## config.mk

```make
export PLATFORM = sky130hd
export DESIGN_NAME = bbb_ctrl
export DESIGN_NICKNAME = d
export VERILOG_FILES = /design/src/hdl/bbb_pkg.sv /design/src/hdl/bbb_ctrl.sv
export SDC_FILE = /design/constraint.sdc
export NUM_CORES = 1
export LEC_CHECK = 0
export ABC_AREA = 1
export BUFFER_PORTS_ARGS = -buffer_cell sky130_fd_sc_hd__buf_2
export CORE_AREA = 2 2 39 41
export CTS_BUF_LIST = sky130_fd_sc_hd__clkbuf_2
export CTS_CLUSTER_SIZE = 20
export DETAILED_ROUTE_END_ITERATION = 8
export DIE_AREA = 0 0 41 43
export GPL_ROUTABILITY_DRIVEN = 0
export PLACE_DENSITY = 0.82
export SETUP_SLACK_MARGIN = 0.4
export SYNTH_ARGS = -nofsm -noshare
export SYNTH_HDL_FRONTEND = slang
export SYNTH_SLANG_ARGS = --single-unit
```

## constraint.sdc

```tcl
create_clock -name clk -period 2.5 [get_ports clk]
set_input_delay 0.5 -clock clk [delete_from_list [all_inputs] [get_ports clk]]
set_output_delay 0.5 -clock clk [all_outputs]
set_load 0.005 [all_outputs]
```

## src/hdl/bbb_pkg.sv

```systemverilog
// Shared types, codes and helpers for the 3x3 box blur blend block.
package bbb_pkg;

	// Fixed field and register widths
	localparam int CHAN_W     = 8;
	localparam int COORD_W    = 10;
	localparam int DIM_W      = 11;
	localparam int STRENGTH_W = 9;
	localparam int CFG_IDX_W  = 2;
	localparam int SUM_W      = 12;
	localparam int CNT_W      = 4;
	localparam int TAP_W      = 4;
	localparam int EMIT_N     = 4;
	localparam int SEL_W      = 2;

	// Parameter defaults
	localparam int MAX_WIDTH_DEF  = 1024;
	localparam int MAX_HEIGHT_DEF = 1024;

	// Register reset values
	localparam logic [DIM_W-1:0]      WIDTH_RST    = 11'd256;
	localparam logic [DIM_W-1:0]      HEIGHT_RST   = 11'd256;
	localparam logic [STRENGTH_W-1:0] STRENGTH_RST = 9'd0;
	localparam logic [STRENGTH_W-1:0] STRENGTH_ONE = 9'd256;

	// Register indexes
	localparam logic [CFG_IDX_W-1:0] REG_WIDTH    = 2'd0;
	localparam logic [CFG_IDX_W-1:0] REG_HEIGHT   = 2'd1;
	localparam logic [CFG_IDX_W-1:0] REG_STRENGTH = 2'd2;

	// Last neighbor tap of the 3x3 window, and its center
	localparam logic [TAP_W-1:0] TAP_LAST   = 4'd8;
	localparam logic [TAP_W-1:0] TAP_CENTER = 4'd4;

	// Which result of a pixel is being produced
	localparam logic [SEL_W-1:0] SEL_UP_LEFT = 2'd0;
	localparam logic [SEL_W-1:0] SEL_UP      = 2'd1;
	localparam logic [SEL_W-1:0] SEL_LEFT    = 2'd2;
	localparam logic [SEL_W-1:0] SEL_HERE    = 2'd3;

	typedef struct packed {
		logic [CHAN_W-1:0] red_in;
		logic [CHAN_W-1:0] green_in;
		logic [CHAN_W-1:0] blue_in;
	} pixel_t;

	typedef struct packed {
		logic [COORD_W-1:0] out_column;
		logic [COORD_W-1:0] out_row;
		logic [CHAN_W-1:0]  red_out;
		logic [CHAN_W-1:0]  green_out;
		logic [CHAN_W-1:0]  blue_out;
		logic               run_last;
	} result_t;

	typedef enum logic [2:0] {
		ST_IDLE,
		ST_PICK,
		ST_READ,
		ST_DRAIN,
		ST_DIV,
		ST_BLEND,
		ST_OUT
	} state_t;

	// Controller to datapath
	typedef struct packed {
		logic             accept;
		logic             clear;
		logic             issue;
		logic [TAP_W-1:0] tap;
		logic             div_en;
		logic             blend_en;
		logic [SEL_W-1:0] sel;
		logic             last;
	} dp_cmd_t;

	// Datapath to controller
	typedef struct packed {
		logic [EMIT_N-1:0] emit_mask;
	} dp_stat_t;

	// Truncating divide of a window sum by its neighbor count (1,2,3,4,6,9)
	function automatic logic [CHAN_W-1:0] avg_div(input logic [SUM_W-1:0] sum,
		input logic [CNT_W-1:0] cnt);
		logic [SUM_W+15:0] prod;
		logic [CHAN_W-1:0] q;
		prod = '0;
		q    = '0;
		case (cnt)
			4'd2: q = CHAN_W'(sum >> 1);
			4'd3: begin
				prod = (SUM_W+16)'(sum) * (SUM_W+16)'(21846);
				q    = CHAN_W'(prod >> 16);
			end
			4'd4: q = CHAN_W'(sum >> 2);
			4'd6: begin
				prod = (SUM_W+16)'(sum) * (SUM_W+16)'(10923);
				q    = CHAN_W'(prod >> 16);
			end
			4'd9: begin
				prod = (SUM_W+16)'(sum) * (SUM_W+16)'(7282);
				q    = CHAN_W'(prod >> 16);
			end
			default: q = CHAN_W'(sum);
		endcase
		return q;
	endfunction

endpackage

```

## src/hdl/bbb_ctrl.sv

```systemverilog
// Controller: sequences the results of each accepted pixel.
module bbb_ctrl
	import bbb_pkg::*;
(
	input  logic     clk,
	input  logic     arst_n,
	input  logic     in_valid,
	output logic     in_stall,
	output logic     out_valid,
	input  logic     out_stall,
	input  dp_stat_t stat,
	output dp_cmd_t  cmd
);

	state_t            state_q, state_nx;
	logic [EMIT_N-1:0] mask_q;
	logic [TAP_W-1:0]  tap_q;
	logic [SEL_W-1:0]  sel;
	logic [EMIT_N-1:0] rest;
	logic              accept;
	logic              out_done;

	assign accept   = in_valid && (state_q == ST_IDLE);
	assign out_done = (state_q == ST_OUT) && !out_stall;

	// lowest pending result goes first
	always_comb begin
		sel = SEL_HERE;
		if (mask_q[0]) begin
			sel = SEL_UP_LEFT;
		end else if (mask_q[1]) begin
			sel = SEL_UP;
		end else if (mask_q[2]) begin
			sel = SEL_LEFT;
		end
		rest = mask_q & ~(EMIT_N'(1) << sel);
	end

	// next state
	always_comb begin
		state_nx = state_q;
		unique case (state_q)
			ST_IDLE:  if (in_valid) state_nx = ST_PICK;
			ST_PICK:  state_nx = (mask_q == '0) ? ST_IDLE : ST_READ;
			ST_READ:  if (tap_q == TAP_LAST) state_nx = ST_DRAIN;
			ST_DRAIN: state_nx = ST_DIV;
			ST_DIV:   state_nx = ST_BLEND;
			ST_BLEND: state_nx = ST_OUT;
			ST_OUT:   if (!out_stall) state_nx = ST_PICK;
			default:  state_nx = ST_IDLE;
		endcase
	end

	// outputs
	always_comb begin
		in_stall     = (state_q != ST_IDLE);
		out_valid    = (state_q == ST_OUT);
		cmd          = '0;
		cmd.accept   = accept;
		cmd.clear    = (state_q == ST_PICK);
		cmd.issue    = (state_q == ST_READ);
		cmd.tap      = tap_q;
		cmd.div_en   = (state_q == ST_DIV);
		cmd.blend_en = (state_q == ST_BLEND);
		cmd.sel      = sel;
		cmd.last     = (rest == '0);
	end

	always_ff @(posedge clk or negedge arst_n) begin
		if (!arst_n) begin
			state_q <= ST_IDLE;
			mask_q  <= '0;
			tap_q   <= '0;
		end else begin
			state_q <= state_nx;
			if (accept) begin
				mask_q <= stat.emit_mask;
			end else if (out_done) begin
				mask_q <= rest;
			end
			if (state_q == ST_READ) begin
				tap_q <= tap_q + TAP_W'(1);
			end else begin
				tap_q <= '0;
			end
		end
	end

	// a pixel beat always leads to result planning
	a_accept_pick: assert property (@(posedge clk) disable iff (!arst_n)
		accept |=> state_q == ST_PICK)
		else $error("accepted pixel not followed by planning");

	// a stalled result holds its slot
	a_out_hold: assert property (@(posedge clk) disable iff (!arst_n)
		(state_q == ST_OUT && out_stall) |=> state_q == ST_OUT && $stable(mask_q))
		else $error("stalled result dropped");

	// window reads only happen for a pending result
	a_read_mask: assert property (@(posedge clk) disable iff (!arst_n)
		state_q == ST_READ |-> mask_q != '0 && tap_q <= TAP_LAST)
		else $error("window read without pending result");

endmodule

```

==> run_results.csv <==
group,metric,value,unit
run_status,status,"complete, no violations",
final_layout,fin_util,0.603,
global_route,antenna_found_initial,0,
timing,slew_headroom,0.818,
timing,fmax,543,MHz
synth,synthXorXnorAreaFrac,0.0251,
clock_tree,holdBufCountCts,0,
timing,slew_violations,0,
global_route,first_global_vias,625,
timing,tightest_slew,272,ps
pwr,swShare,0.478,
clock_tree,cts_buffers,3,
die,dieHeight,43,um
clock_tree,tritoncts,"yes",
pwr,comb_power_share,0.525,
pwr,p_int,0.466,mW
synth,synth_nets,106,
synth,ys_top_cells_by_area,"dfrtp_1 39%, nand2_1 13%, inv_1 7.5%, nand3_1 6.5%, nor2_1 5.9%",
clock_tree,path_clk_slew,110,ps
detailed_routing,drt_pre_antenna_iters,4,
synth,synthTopCellsByCount,"24 x nand2_1, 14 x inv_1, 11 x dfrtp_1, 11 x nor2_1, 9 x nand3_1",
synth,yosysMostFrequentCell,"nand2_1",
synth,synth_top_area_cell,"dfrtp_1",
timing,setup_viol,0,
setup_path,crit_required,2000,ps
timing,fin_worst_skew,0.586,ps
synth,synthSimpleGateAreaFrac,0.395,
pwr,p_clk_frac,0.116,
timing,hold_violations,0,
setup_path,criticalPathCategory,"flip-flop to output port",
min_path,hp-class,"input pin to asynchronous set/reset pin",
synth,synth_top_family_by_area,"simple AND/OR/NAND/NOR gates",
die,dieArea,1760,sq um
flow_run,cap_violations,0,
synth,synthFlopType,"dfrtp_1",
clock_tree,clk_latency,250,ps
final_layout,antenna_cells,0,
final_layout,layoutNonFillerInstCount,136,
place,placed_cells,132,
clock_tree,h-tree-depth,1,
timing,fin_crit_sh,0.737,
synth,synth_cell_types,23,
detailed_routing,wl_per_cell,10.8,um
detailed_routing,wl,1470,um
clock_tree,cts_setup_buffers,0,
setup_path,slowest_stage,"dfrtp_1",
global_route,grt-ovfl-total,0,
clock_tree,cts_buffer_depth,2,
place,hpwlAfterDp,1200,um
setup_path,path_cells,"nor2_2 > nand3_4 > clkinv_1 > buf_2",
timing,fin_crit,1840,ps
synth,synth_cells,96,
timing,fin_tns_setup,0,ps
setup_path,crit_arrival,1340,ps
pwr,p_sw,0.427,mW
die,placementRows,14,
pwr,seqPwrFrac,0.359,
global_route,grt_pass1_wl,2520,um
setup_path,critPathMaxStageDelay,480,ps
global_route,grt_max_degree,12,
synth,synth-adder-area-share,0.0359,
synth,synth-seq-area-share,0.395,
setup_path,crit_fanout,6,
synth,syn_area,697,sq um
synth,async_flop_share,1.00,
synth,synth_edf_count,0,
timing,rsz0062_at_grt,"no",
pwr,powerDensity,1070,nW/um^2
clock_tree,root_buffer,"clkbuf_2",
pwr,leakage,0.504,nW
detailed_routing,vias,672,
detailed_routing,drc,0,
pwr,irDropWorstVdd,553,uV
setup_path,critPathCaptureType,"output port",
setup_path,setup.worst_path.start_class,"flip-flop",
clock_tree,post_cts_resized,0,
die,die_x,41,um
die,start_util,0.504,
setup_path,reg2reg_depth,6,
synth,synth_compound_area_frac,0.0269,
detailed_routing,ant_nets,0,
clock_tree,cts_sinks,11,
synth,synth_mux_area_frac,0,
synth,syn_area_per_cell,7.26,sq um
detailed_routing,drt_iter0_markers,6,
final_layout,area_growth,19.7,%
final_layout,drive_above_1_share,0.300,
synth,synth_top_cell_area_share,0.395,
global_route,grt_util_all_layers,0.210,
synth,yosysWarningCount,0,
final_layout,nets,131,
place,port-buffer-count,21,
die,ios,22,
detailed_routing,viasPerCell,4.94,
die,core,1380,sq um
pwr,power.total,0.894,mW
synth,synth-seq-cells,11,
==> per-layer routing <==
metal	GRT usage	vias to the layer above	wire [um]
met3	0.0471	2	58
met4	0.0800	0	14
met5	0	-	0
met1	0.261	304	664
li1	-	350	-
met2	0.338	16	737
==> sequential cells by signal, summed over array words and instances (netlist names) <==
signal	count
mask_q	4
tap_q	4
state_q	3
==> power groups by stage <==
stage / Clock (mW) / Combinational (mW) / Sequential, mW
finish: 0.104 / 0.469 / 0.321
global route: 0.117 / 0.536 / 0.335
detailed placement: 0 / 0.473 / 0.322
global placement: 0 / 0.454 / 0.316
floorplan: 0 / 0.330 / 0.306
CTS: 0.106 / 0.473 / 0.319
==> through the flow <==
| step | setup WS, ps | cell area [sq um] | hold WS, ps |
|---|---|---|---|
| 2_1_floorplan | 1030 | 697 | 204 |
| 3_3_place_gp | 979 | 815 | 384 |
| 3_5_place_dp | 952 | 815 | 387 |
| 4_1_cts | 643 | 835 | 91.5 |
| 5_1_grt | 544 | 835 | 78.9 |
| 6_report | 657 | 835 | 91.8 |
==> path summary, 6_finish.rpt <==
| check | from | end | slack, ps |
|---|---|---|---|
| worst max-delay path | state_q[0] | cmd[11] | 660 |
| worst min-delay path | arst_n | tap_q[3] | 90 |
| worst max register to register | state_q[2] | state_q[1] | 1150 |
| worst min register to register | tap_q[0] | tap_q[0] | 520 |
| max in group asynchronous | arst_n | state_q[1] | 2210 |
| min in group clk | stat[0] | mask_q[0] | 440 |
==> worst max-delay path, delay by kind of cell (launching register included) <==
family	cells	cell delay (ps)
and+or+nand+nor	2	430
DFF	1	480
buffers and inverters	2	180
==> placed cells by master, fill, tap and decap left out, types with 2 or more instances in the layout <==
cell type   n
dfrtp_1    11
nand3_1     9
nor2_1     11
buf_2      21
nor3_1      2
ha_1        2
inv_2       4
nand2_1    24
inv_1      14
nor2_2      2
clkbuf_2    4
nand4_1     4
==> kinds of logic after synthesis <==
group / after synthesis
AO/OA/AOI/OAI: 3
flip-flops: 11
adder cells (fa/ha/maj): 2
XOR/XNOR: 2
AND/OR/NAND/NOR: 57
buffers and inverters: 21
==> layout make-up <==
cell class	count	area, sq um
Inverter	20	77.6
Sequential cell	11	275
Fill cell	130	549
Multi-Input combinational cell	64	337
Timing Repair Buffer	21	105
Clock buffer	4	20.0
Tap cell	16	20.0
(Power assumes the default switching activity.)
